--- config.mk ---
export PLATFORM = sky130hd
export DESIGN_NAME = zeckendorf_digit_encoder
export DESIGN_NICKNAME = d
export VERILOG_FILES = /design/src/zde_pkg.sv /design/src/zde_front.sv /design/src/zde_queue.sv /design/src/zde_back.sv /design/src/zeckendorf_digit_encoder.sv
export SDC_FILE = /design/constraint.sdc
export NUM_CORES = 1
export LEC_CHECK = 0
export CORE_MARGIN = 4
export CORE_UTILIZATION = 70
export DETAILED_ROUTE_END_ITERATION = 12
export DONT_BUFFER_PORTS = 1
export GPL_ROUTABILITY_DRIVEN = 0
export PLACE_DENSITY = 0.91
export SKIP_LAST_GASP = 1
export SLEW_MARGIN = 20
export SYNTH_ARGS = -nofsm -noshare
export SYNTH_HDL_FRONTEND = slang
export SYNTH_SLANG_ARGS = --single-unit
export TNS_END_PERCENT = 100
--- constraint.sdc ---
create_clock -name clk -period 13.25 [get_ports clk]
set_input_delay 1.325 -clock clk [delete_from_list [all_inputs] [get_ports clk]]
set_output_delay 1.325 -clock clk [all_outputs]
set_load 0.005 [all_outputs]
--- src/zde_pkg.sv ---
// ----------------------------------------------------------------------------
// zde_pkg
// Shared widths and the Fibonacci weight function for the Zeckendorf encoder.
// ----------------------------------------------------------------------------
package zde_pkg;

	// fixed width of the input field
	localparam int N_VALUE_W = 32;

	// widest weight needed: the largest supported term still fits in 48 bits
	localparam int WEIGHT_W = 48;

	localparam int DEF_VALUE_WIDTH = 32;
	localparam int DEF_NUM_TERMS   = 46;

	// entries in the front-to-back queue
	localparam int QUEUE_DEPTH = 2;

	// weight k: 1, 2, 3, 5, 8, ... (evaluated at elaboration only)
	function automatic logic [WEIGHT_W-1:0] fib_weight(input int k);
		longint unsigned a;
		longint unsigned b;
		longint unsigned t;
		a = 64'd1;
		b = 64'd2;
		for (int i = 0; i < k; i++) begin
			t = a + b;
			a = b;
			b = t;
		end
		return a[WEIGHT_W-1:0];
	endfunction

endpackage

--- src/zde_front.sv ---
// ----------------------------------------------------------------------------
// zde_front
// Accepts a value and searches upward for the largest weight not above it.
// ----------------------------------------------------------------------------
module zde_front #(
	parameter int VALUE_WIDTH = zde_pkg::DEF_VALUE_WIDTH,
	parameter int NUM_TERMS   = zde_pkg::DEF_NUM_TERMS,
	parameter int TERM_W      = $clog2(NUM_TERMS)
) (
	input  logic                          clk,
	input  logic                          arst_n,
	input  logic                          item_valid,
	output logic                          item_stall,
	input  logic [zde_pkg::N_VALUE_W-1:0] n_value,
	output logic                          push,
	output logic [VALUE_WIDTH+TERM_W-1:0] push_data,
	input  logic                          full
);

	localparam logic ST_IDLE   = 1'b0;
	localparam logic ST_SEARCH = 1'b1;

	logic [zde_pkg::WEIGHT_W-1:0] weights [NUM_TERMS];

	for (genvar g = 0; g < NUM_TERMS; g++) begin : g_weight
		assign weights[g] = zde_pkg::fib_weight(g);
	end

	logic                   state_q;
	logic [VALUE_WIDTH-1:0] val_q;
	logic [TERM_W-1:0]      top_q;
	logic [TERM_W:0]        next_idx;
	logic                   grow;
	logic                   accept;

	assign item_stall = (state_q != ST_IDLE);
	assign accept     = item_valid && !item_stall;
	assign next_idx   = {1'b0, top_q} + 1'b1;

	// the next weight still fits, so the top term moves up
	assign grow = (next_idx < (TERM_W+1)'(NUM_TERMS))
		&& (weights[next_idx[TERM_W-1:0]] <= zde_pkg::WEIGHT_W'(val_q));

	assign push      = (state_q == ST_SEARCH) && !grow && !full;
	assign push_data = {val_q, top_q};

	always_ff @(posedge clk or negedge arst_n) begin
		if (!arst_n) begin
			state_q <= ST_IDLE;
			top_q   <= '0;
		end else begin
			unique case (state_q)
				ST_IDLE: begin
					if (accept) begin
						state_q <= ST_SEARCH;
						top_q   <= '0;
					end
				end
				ST_SEARCH: begin
					if (grow) begin
						top_q <= next_idx[TERM_W-1:0];
					end else if (!full) begin
						state_q <= ST_IDLE;
					end
				end
				default: state_q <= ST_IDLE;
			endcase
		end
	end

	always_ff @(posedge clk) begin
		if (accept) begin
			val_q <= VALUE_WIDTH'(n_value);
		end
	end

	a_push_only_searching: assert property (@(posedge clk) disable iff (!arst_n)
		push |-> (state_q == ST_SEARCH) && !full)
		else $error("front pushed outside search or into full queue");

	a_top_fits: assert property (@(posedge clk) disable iff (!arst_n)
		(push && val_q != '0) |-> (weights[top_q] <= zde_pkg::WEIGHT_W'(val_q)))
		else $error("top weight exceeds value");

	a_top_in_range: assert property (@(posedge clk) disable iff (!arst_n)
		(state_q == ST_SEARCH) |-> (top_q < TERM_W'(NUM_TERMS)))
		else $error("top index out of range");

endmodule

--- src/zde_queue.sv ---
// ----------------------------------------------------------------------------
// zde_queue
// Small register queue between the search front and the digit back end.
// ----------------------------------------------------------------------------
module zde_queue #(
	parameter int WIDTH = 8
) (
	input  logic             clk,
	input  logic             arst_n,
	input  logic             push,
	input  logic [WIDTH-1:0] push_data,
	output logic             full,
	input  logic             pop,
	output logic [WIDTH-1:0] pop_data,
	output logic             empty
);

	localparam int PTR_W = $clog2(zde_pkg::QUEUE_DEPTH);

	logic [WIDTH-1:0] mem_q [zde_pkg::QUEUE_DEPTH];
	logic [PTR_W-1:0] wr_ptr_q;
	logic [PTR_W-1:0] rd_ptr_q;
	logic [PTR_W:0]   count_q;
	logic             do_push;
	logic             do_pop;

	assign full     = (count_q == (PTR_W+1)'(zde_pkg::QUEUE_DEPTH));
	assign empty    = (count_q == '0);
	assign do_push  = push && !full;
	assign do_pop   = pop && !empty;
	assign pop_data = mem_q[rd_ptr_q];

	always_ff @(posedge clk or negedge arst_n) begin
		if (!arst_n) begin
			wr_ptr_q <= '0;
			rd_ptr_q <= '0;
			count_q  <= '0;
		end else begin
			if (do_push) begin
				wr_ptr_q <= (wr_ptr_q == PTR_W'(zde_pkg::QUEUE_DEPTH - 1)) ? '0
					: wr_ptr_q + 1'b1;
			end
			if (do_pop) begin
				rd_ptr_q <= (rd_ptr_q == PTR_W'(zde_pkg::QUEUE_DEPTH - 1)) ? '0
					: rd_ptr_q + 1'b1;
			end
			if (do_push && !do_pop) begin
				count_q <= count_q + 1'b1;
			end else if (do_pop && !do_push) begin
				count_q <= count_q - 1'b1;
			end
		end
	end

	always_ff @(posedge clk) begin
		if (do_push) begin
			mem_q[wr_ptr_q] <= push_data;
		end
	end

	a_count_bound: assert property (@(posedge clk) disable iff (!arst_n)
		count_q <= (PTR_W+1)'(zde_pkg::QUEUE_DEPTH))
		else $error("queue count overflow");

	a_no_overflow: assert property (@(posedge clk) disable iff (!arst_n)
		push |-> !full)
		else $error("push into full queue");

	a_no_underflow: assert property (@(posedge clk) disable iff (!arst_n)
		pop |-> !empty)
		else $error("pop from empty queue");

endmodule

--- src/zde_back.sv ---
// ----------------------------------------------------------------------------
// zde_back
// Walks down from the top weight, one compare and subtract per digit.
// ----------------------------------------------------------------------------
module zde_back #(
	parameter int VALUE_WIDTH = zde_pkg::DEF_VALUE_WIDTH,
	parameter int NUM_TERMS   = zde_pkg::DEF_NUM_TERMS,
	parameter int TERM_W      = $clog2(NUM_TERMS)
) (
	input  logic                          clk,
	input  logic                          arst_n,
	output logic                          pop,
	input  logic [VALUE_WIDTH+TERM_W-1:0] pop_data,
	input  logic                          empty,
	output logic                          result_valid,
	input  logic                          result_stall,
	output logic                          digit,
	output logic                          last
);

	logic [zde_pkg::WEIGHT_W-1:0] weights [NUM_TERMS];

	for (genvar g = 0; g < NUM_TERMS; g++) begin : g_weight
		assign weights[g] = zde_pkg::fib_weight(g);
	end

	logic                   busy_q;
	logic [VALUE_WIDTH-1:0] rem_q;
	logic [TERM_W-1:0]      k_q;
	logic                   valid_q;
	logic                   digit_q;
	logic                   last_q;
	logic                   prev_one_q;
	logic                   out_free;
	logic                   advance;
	logic                   fits;
	logic                   is_last;

	assign out_free = !valid_q || !result_stall;
	assign advance  = busy_q && out_free;
	assign fits     = weights[k_q] <= zde_pkg::WEIGHT_W'(rem_q);
	assign is_last  = (k_q == '0);
	// next item loads in the cycle the current one gives its last digit
	assign pop      = !empty && (!busy_q || (advance && is_last));

	assign result_valid = valid_q;
	assign digit        = digit_q;
	assign last         = last_q;

	always_ff @(posedge clk or negedge arst_n) begin
		if (!arst_n) begin
			busy_q     <= 1'b0;
			valid_q    <= 1'b0;
			prev_one_q <= 1'b0;
		end else begin
			if (pop) begin
				busy_q <= 1'b1;
			end else if (advance && is_last) begin
				busy_q <= 1'b0;
			end
			if (advance) begin
				valid_q <= 1'b1;
			end else if (!result_stall) begin
				valid_q <= 1'b0;
			end
			if (valid_q && !result_stall) begin
				prev_one_q <= digit_q && !last_q;
			end
		end
	end

	always_ff @(posedge clk) begin
		if (pop) begin
			rem_q <= pop_data[VALUE_WIDTH+TERM_W-1:TERM_W];
			k_q   <= pop_data[TERM_W-1:0];
		end else if (advance) begin
			if (fits) begin
				rem_q <= rem_q - VALUE_WIDTH'(weights[k_q]);
			end
			k_q <= k_q - 1'b1;
		end
		if (advance) begin
			digit_q <= fits;
			last_q  <= is_last;
		end
	end

	a_no_adjacent_ones: assert property (@(posedge clk) disable iff (!arst_n)
		(valid_q && digit_q) |-> !prev_one_q)
		else $error("two adjacent one digits");

	a_hold_when_stalled: assert property (@(posedge clk) disable iff (!arst_n)
		(busy_q && valid_q && result_stall) |=> $stable(k_q) && $stable(rem_q))
		else $error("walk advanced while output stalled");

	a_last_empties: assert property (@(posedge clk) disable iff (!arst_n)
		(advance && is_last && !pop) |=> !busy_q)
		else $error("back end still busy after last digit");

endmodule

--- src/zeckendorf_digit_encoder.sv ---
// ----------------------------------------------------------------------------
// zeckendorf_digit_encoder
// Converts an unsigned value into Zeckendorf digits, most significant first.
// ----------------------------------------------------------------------------
// usage:
//   item channel: item_valid / item_stall / n_value. one value per transfer,
//   only its low VALUE_WIDTH bits count.
//   result channel: result_valid / result_stall / digit / last. one digit per
//   transfer, largest weight first; last marks the weight-1 digit. a zero
//   value gives a single 0 digit with last set.
//   front: after a transfer the front steps up the weight table one term per
//   cycle and stalls the item channel until it has queued the value with its
//   top, the index of the largest weight not above it (at most NUM_TERMS-1).
//   back: a two-entry queue feeds the back end, which gives top+1 digits
//   through a registered output, one per cycle while result_stall is low.
//   the front search and the back digit walk overlap across items.
//   result_stall holds the output register and freezes the back end; the
//   queue then fills and the front stalls the item channel.
//   reset clears the queue, both control state machines and the output valid.
// ----------------------------------------------------------------------------
module zeckendorf_digit_encoder #(
	parameter int VALUE_WIDTH = zde_pkg::DEF_VALUE_WIDTH,
	parameter int NUM_TERMS   = zde_pkg::DEF_NUM_TERMS
) (
	input  logic                          clk,
	input  logic                          arst_n,
	input  logic                          item_valid,
	output logic                          item_stall,
	input  logic [zde_pkg::N_VALUE_W-1:0] n_value,
	output logic                          result_valid,
	input  logic                          result_stall,
	output logic                          digit,
	output logic                          last
);

	localparam int TERM_W = $clog2(NUM_TERMS);
	localparam int ENTRY_W = VALUE_WIDTH + TERM_W;

	logic               push;
	logic [ENTRY_W-1:0] push_data;
	logic               full;
	logic               pop;
	logic [ENTRY_W-1:0] pop_data;
	logic               empty;

	zde_front #(
		.VALUE_WIDTH(VALUE_WIDTH),
		.NUM_TERMS  (NUM_TERMS),
		.TERM_W     (TERM_W)
	) u_front (
		.clk       (clk),
		.arst_n    (arst_n),
		.item_valid(item_valid),
		.item_stall(item_stall),
		.n_value   (n_value),
		.push      (push),
		.push_data (push_data),
		.full      (full)
	);

	zde_queue #(
		.WIDTH(ENTRY_W)
	) u_queue (
		.clk      (clk),
		.arst_n   (arst_n),
		.push     (push),
		.push_data(push_data),
		.full     (full),
		.pop      (pop),
		.pop_data (pop_data),
		.empty    (empty)
	);

	zde_back #(
		.VALUE_WIDTH(VALUE_WIDTH),
		.NUM_TERMS  (NUM_TERMS),
		.TERM_W     (TERM_W)
	) u_back (
		.clk         (clk),
		.arst_n      (arst_n),
		.pop         (pop),
		.pop_data    (pop_data),
		.empty       (empty),
		.result_valid(result_valid),
		.result_stall(result_stall),
		.digit       (digit),
		.last        (last)
	);

endmodule

# Yosys cells after proc, flatten, opt, wreduce, memory -nomap -nowiden
# Memory sizes are Yosys's and may differ from the RTL's.
# Index checks and enable logic that the tools add are counted.
# Widths: inputs -> output; s select.
# op_classes
n_addsub,7
order_cmp,5
n_eq_ne,4
muxes,26
n_bitwise,3
reduce_logical,30
# op_table
op,n
$mux 48,4
$le 48x32->1,2
$mux 32,3
$sub 32x32->32,1
$mux 6,4
$ge 7x7->1 const B,2
$not 6->7,2
$pmux 6 s2,1
$logic_and 1x1->1,11
$mux 1,11
$logic_not 1->1,9
$reduce_bool 2->1,4
$add 6x1->7 const B,1
$lt 7x6->1 const B,1
$logic_not 6->1,1
$sub 6x1->6 const B,1
$mux 2,2
$ne 2x1->1 const B,2
$reduce_and 2->1,2
$add 1x1->1 const B,2
$add 2x1->2 const B,1
$eq 2x2->1 const B,1
$logic_not 2->1,1
$logic_or 1x1->1,2
other kinds (4),4
# word_totals
ff_bits,85
ram_bits,76
romBits,6144
inputBits,36
out_inout_bits,4
elab_cells,90
mem_count,3
# memory_table
memory,depth,width,rd,rd_clocked_by_memory_dff,write_ports,line_no,rtl
(no name shown),64,48,1,0,0,zde_front.sv:42,&& (weights[next_idx[TERM_W-1:0]] <= zde_pkg::WEIGHT_W'(val_q));
(no name shown),64,48,1,0,0,zde_back.sv:78,rem_q <= rem_q - VALUE_WIDTH'(weights[k_q]);
u_queue.mem_q,2,38,1,0,1,zde_queue.sv:20,logic [WIDTH-1:0] mem_q [zde_pkg::QUEUE_DEPTH];

# Logic depth before layout (Yosys ltp)
# depth
depth_word,15
mapped_depth,23
mapped_depth_nobuf,22

# Modules after synthesis
# From an unflattened synthesis, not the netlist that was laid out.
# hier_totals
cells_unflattened,1436
hier_area_um2,12792.3
# modules_own_cells
module,instances,cells_per_inst,area_per_inst_um2
zde_back,1,813,5904.4
zde_front,1,486,3902.5
zde_queue,1,137,2985.4

# Worst setup path before layout
# OpenSTA, ideal clock, no wires.
# synth_path
path_kind,register -> register
startpoint,register u_back.k_q[1]
endpoint,"register u_back.rem_q[0], enable pin"
setup_ns,0.466
t_arrival_ns,5.654
required_ns,12.784
setup_slack_ns,7.130
path_stages_with_launch,17
n_path_buf,2
path_cell_list,edfxtp_1 -> clkbuf_1 -> inv_1 -> ha_1 -> clkbuf_1 -> mux2i_1 -> or2_2 -> a32o_1 -> nand2_1 -> ha_1 -> nor2b_1 -> o21a_1 -> o21ai_0 -> a21oi_1 -> o311ai_0 -> nand4_1 -> o21ai_0
# synth_between
elab_chain_len,7
# synth_rtl
element,line_no,rtl
start: declaration,zde_back.sv:29,logic [TERM_W-1:0] k_q;
start signal: assignment,zde_back.sv:75,k_q <= pop_data[TERM_W-1:0];
start signal: assignment,zde_back.sv:80,k_q <= k_q - 1'b1;
$not 6->7 (not written as such),zde_back.sv:41,assign fits = weights[k_q] <= zde_pkg::WEIGHT_W'(rem_q);
$mem_v2 64x48,--,
$mux 48 (2 in series),--,
$le 48x32->1,zde_back.sv:41,
$reduce_bool 2->1 (no source line),--,
$reduce_and 2->1 (no source line) (*),--,
end signal: assignment,zde_back.sv:74,rem_q <= pop_data[VALUE_WIDTH+TERM_W-1:TERM_W];
end signal: assignment,zde_back.sv:78,
end: declaration,zde_back.sv:28,logic [VALUE_WIDTH-1:0] rem_q;
# Every way passes the cells marked *; elsewhere a longest branch is shown, timed or not. The select of a mux whose other input is x is not followed.
# A chain may end at the register's enable or synchronous reset.

# Worst setup path in the final report
# layout_path
startpoint,register u_front.top_q[1]
endpoint,register u_queue.count_q[1]
# layout_between
elab_chain_len,14
# layout_rtl
element,line_no,rtl
start: declaration,zde_front.sv:31,logic [TERM_W-1:0] top_q;
start signal: assignment,zde_front.sv:61,top_q <= next_idx[TERM_W-1:0];
$add 6x1->7 (*),zde_front.sv:38,"assign next_idx = {1'b0, top_q} + 1'b1;"
$not 6->7 (not written as such),zde_front.sv:42,
$mem_v2 64x48,--,
$mux 48 (not written as such) (2 in series),zde_front.sv:42,
$le 48x32->1,zde_front.sv:42,
$logic_and 1x1->1 (*),zde_front.sv:42,
$logic_not 1->1 (*),zde_front.sv:44,assign push = (state_q == ST_SEARCH) && !grow && !full;
$logic_and 1x1->1 (*) (2 in series),zde_front.sv:44,
$logic_and 1x1->1 (*),zde_queue.sv:29,assign do_push = push && !full;
net u_queue.do_push,zde_queue.sv:24,logic do_push;
$logic_not 1->1,zde_queue.sv:49,end else if (do_pop && !do_push) begin
$logic_and 1x1->1,zde_queue.sv:49,
$reduce_bool 2->1 (no source line),--,
end signal: assignment,zde_queue.sv:48,count_q <= count_q + 1'b1;
end signal: assignment,zde_queue.sv:50,count_q <= count_q - 1'b1;
end: declaration,zde_queue.sv:23,logic [PTR_W:0] count_q;
# The timed path passes the listed nets; every way through them passes the cells marked *. The select of a mux whose other input is x is not followed.

==> results.md <==
• dfrtp_1 — Worst path slowest cell
• 0.3535 — area share of the leading cell type in the synthesized netlist
• 4 — htree depth
• 1585 — number of nets produced by synthesis
• u_front.top_q[1] — startpoint of the worst-slack reg-to-reg timing path
• 0.7600 — Final Core Density
• 5.642% — area growth from synthesis to final layout
• 2 — worst hold path cell count
• 7.053 — via/cell ratio
• flop to flop — kind of critical path
• 993.9 ps — transition time at the pin with the least slew margin
• 0 — final routed DRC violation total
• 0 — Finish-stage setup viols
• 0.03662 — proportion of synthesized area in mux cells
• 0 — post-CTS setup buffer count
• 148 — number of enable-type register cells in the synthesized netlist
• 4 — sum of buffers and inverters on the critical path
• 142.0 um — die height
• 0.4295 — final cycle utilization of the critical path
• 24430 um — Final HPWL DP
• 17480 um2 — placeable core region
• 5.580 nW — leakage component of the power
• 479.7 ps — final worst hold slack
• 48 — row cnt
• 0 — number of buffers added on ports
• u_back.result_valid — Endpoint, Worst Hold
• 1886 — number of DRC markers after the initial detailed-route iteration
• u_back.busy_q — start point of the worst min-delay path
• 0.1170 — share of synthesized cell area in full adder, half adder and majority cells
• flop — Critical Path End Type
• edfxtp_1 — commonest register cell after synthesis
• 2 — maximum number of buffers from clock root to sink
• 5691 ps — minimum period implied by the final worst setup slack
• 10500 — number of global-route vias before repair
• 21.81 um — detailed-route wire length per cell
• u_queue.count_q[1] — terminus of the critical flop-to-flop path
• compound AO/OA/AOI/OAI gates — Top delay family on crit path
• 175.7 MHz — maximum clock frequency
• built — clock tree from TritonCTS
• 0 — number of instances resized during post-cts repair
• 40 — I/O pin total
• 20 — cell depth of the worst flop-to-flop path
• 35260 um — detailed-route wire length
• 1532 — number of nets in the final layout
• 0.3374 — Worst slew margin
• 70 ps — clock transition at the registers of the reported paths
• 0 — GRT Residual Overflow
• 69 — pin count of the biggest net entering global routing
• 55140 um — wire length of the first global-routing pass
• 440 ps — clock latency on the worst-skew pair
• 8.780 um2 — synthesized area per cell
• 0 ps — setup_tns
• 12 — number of search-and-repair iterations in the first detailed-routing pass
• 290.5 nW/um2 — areal power density over the cells
• 0.3793 — portion of the post-synthesis area used by sequential elements
• flop — startpoint kind of the worst setup timing path
• 7560 ps — R2R Setup Slk
• 0.2184 — post-synthesis compound-gate area fraction
• 11410 — count of vias placed by the detailed router
• finished, final reports clean — result of the run
• 0 — total count of max-transition violations in the final report
• 0.1594 — simple-gate share of the synthesized area
• 13610 ps — Data required, critical path
• 0 — total count of hold-check failures in the final report
• no — RSZ-0062 raised after global routing
• 0 — count of inserted antenna diode cells
• 45 — maximum fanout along the worst path
• 142.0 um — floorplan die width
• 1432 — number of cells produced by synthesis
• 20170 um2 — die area
• 15.92 ps — clock skew
• 0 — number of antenna violations at the first check in global routing
• 0.3447 — GRT Overall Usage
• 0.2383 mV — worst voltage drop across the vdd grid
• 17 — Inserted Clock Buffers
• ha_1 — most prevalent standard cell on the critical path
• 0 — count of antenna-violating nets left after detailed routing
• 0 — count of synthesis-stage warnings from yosys
• 0 — number of maximum-capacitance constraint violations
• 0 — total of hold buffers inserted after clock tree synthesis
• 0.02090 — post-synthesis share of cell area spent on xor and xnor gates
• ha_1 -> inv_1 -> ha_1 -> buf_4 -> clkinv_1 -> nand2_1 -> a31oi_1 -> a221oi_1 -> a21oi_1 -> ha_1 -> a21oi_1 -> o21ai_0 -> a211oi_1 -> o211ai_1 -> a21o_1 -> o221ai_2 -> inv_1 -> ha_1 -> nor2_1 -> xnor2_1 — ordered cell list for the critical path
• 0.05460 — fraction of layout instances using a drive strength above 1
• 0.08075 — Async SR Flop Fraction
• 6050 ps — arrival time of data at the critical path endpoint
• edfxtp_1 — library cell with the largest summed area after synthesis
• 0.7194 — starting density of the core
• 72 — count of cell types in the netlist
• 750 ps — maximum single-stage delay on the critical path
• 161 — clk sink count
• 12570 um2 — Cell Area, Synth
• compound AO/OA/AOI/OAI gates — largest family of logic cells by synthesized area
• edfxtp_1, ha_1, a21oi_1, nand2_1, inv_1 — ranking of synthesized cells by area
• u_front.top_q[1] — Worst Setup SP
• flop to flop — class of the most critical hold timing path
• 161 — number of flip-flops and latches in the synthesized netlist
• clkbuf_16 — cell chosen for the clock root
==> sequential cells by signal, summed over array words and instances (netlist names) <==
register,flops
u_queue.rd_ptr_q,1
u_back.result_valid,1
u_queue.wr_ptr_q,1
u_front.val_q,32
u_back.last,1
u_back.rem_q,32
u_front.item_stall,1
u_back.digit,1
u_back.k_q,6
u_queue.mem_q,76
u_back.busy_q,1
u_front.top_q,6
u_queue.count_q,2
==> cells in the mapped netlist, drive strengths merged, types with 5 or more instances <==
cell type,n
o21a,8
xnor2,19
o21bai,6
nor2,95
clkbuf,68
o211ai,23
and3,15
and2,11
a211oi,30
buf,21
nand4,22
edfxtp,148
nand2,143
or3,8
mux2,6
a22oi,7
ha,116
a21o,33
nand3,38
nor2b,20
nor3,25
a221oi,6
nand2b,25
inv,136
mux2i,37
dfrtp,13
o31ai,9
nor4,5
o22ai,5
a31oi,26
o21ai,97
o311ai,5
a21oi,128
xor2,11
==> area by class of cell <==
cell class | instances | area (um2)
Fill cell | 1123 | 4194
Timing Repair Buffer | 17 | 152.6
Clock buffer | 17 | 425.4
Tap cell | 225 | 281.5
Clock inverter | 15 | 163.9
Inverter | 137 | 514.2
Multi-Input combinational cell | 1045 | 6974
Sequential cell | 161 | 4771
==> layer usage <==
| layer | routed length [um] | vias to the layer above | global-route usage | share of wire |
|---|---|---|---|---|
| met3 | 4052 | 192 | 0.06015 | 0.11 |
| li1 | - | 5103 | - | - |
| met4 | 2346 | 0 | 0.1939 | 0.067 |
| met5 | 0 | - | 0 | 0 |
| met1 | 12980 | 5179 | 0.4539 | 0.37 |
| met2 | 15890 | 931 | 0.5421 | 0.45 |
==> power breakdown <==
group	total (mW)	switching (mW)	internal, mW
Sequential	0.890	0.117	0.773
Clock	0.489	0.235	0.254
Combinational	2.48	1.59	0.892
==> how the worst max path moves through the flow <==
| stage | depth (start not counted) | slack [ps] | end |
|---|---|---|---|
| floorplan | 16 | 7130 | u_back.rem_q[0] |
| global placement | 18 | 7650 | u_queue.mem_q[0][10] |
| detailed placement | 18 | 7490 | u_queue.mem_q[1][10] |
| CTS | 18 | 7390 | u_queue.mem_q[1][12] |
| global route | 19 | 7130 | u_queue.mem_q[1][12] |
| finish | 20 | 7560 | u_queue.count_q[1] |
==> layout by cell type (no fill, tap or decap), drive strengths merged, types with 9 or more instances in the layout <==
master	Yosys	routed
xor2	11	11
nor2b	20	20
nand3	38	38
clkbuf	68	17
o21ai	97	97
a31oi	26	26
dfrtp	13	13
nand2b	25	25
buf	21	17
and3	15	15
ha	116	116
edfxtp	148	148
a21o	33	33
xnor2	19	19
nand4	22	22
nor3	25	25
nand2	143	143
o211ai	23	23
and2	11	11
a211oi	30	30
a21oi	128	128
nor2	95	95
o31ai	9	9
mux2i	37	37
inv	136	145
==> worst reg2reg max path: stages, from the launching register on <==
cell,delay (ps)
dfrtp_1,750
ha_1,280
inv_1,80
ha_1,280
buf_4,380
clkinv_1,540
nand2_1,370
a31oi_1,120
a221oi_1,360
a21oi_1,110
ha_1,310
a21oi_1,160
o21ai_0,120
a211oi_1,250
o211ai_1,170
a21o_1,230
o221ai_2,400
inv_1,110
ha_1,330
nor2_1,140
xnor2_1,120
==> stage by stage <==
stage / worst slack, ps / power (mW) / area [um2] / std cells
4_1_cts: 7386 / 3.737 / 13240 / 1615
3_5_place_dp: 7490 / 3.211 / 12650 / 1583
2_1_floorplan: 7130 / 2.638 / 12570 / 1432
6_report: 7559 / 3.858 / 13280 / 1617
3_3_place_gp: 7648 / 3.129 / 12650 / 1583
5_1_grt: 7130 / 4.102 / 13280 / 1617
==> cell families (layout without fill, tap and decap cells) <==
group           after synthesis  after routing
buf+inv                     226            186
xor+xnor                     30             30
mux                          44             44
fa+ha+maj                   117            117
simple gates                423            423
compound gates              431            431
flops                       161            161
Power figures use the tool's default switching activity.
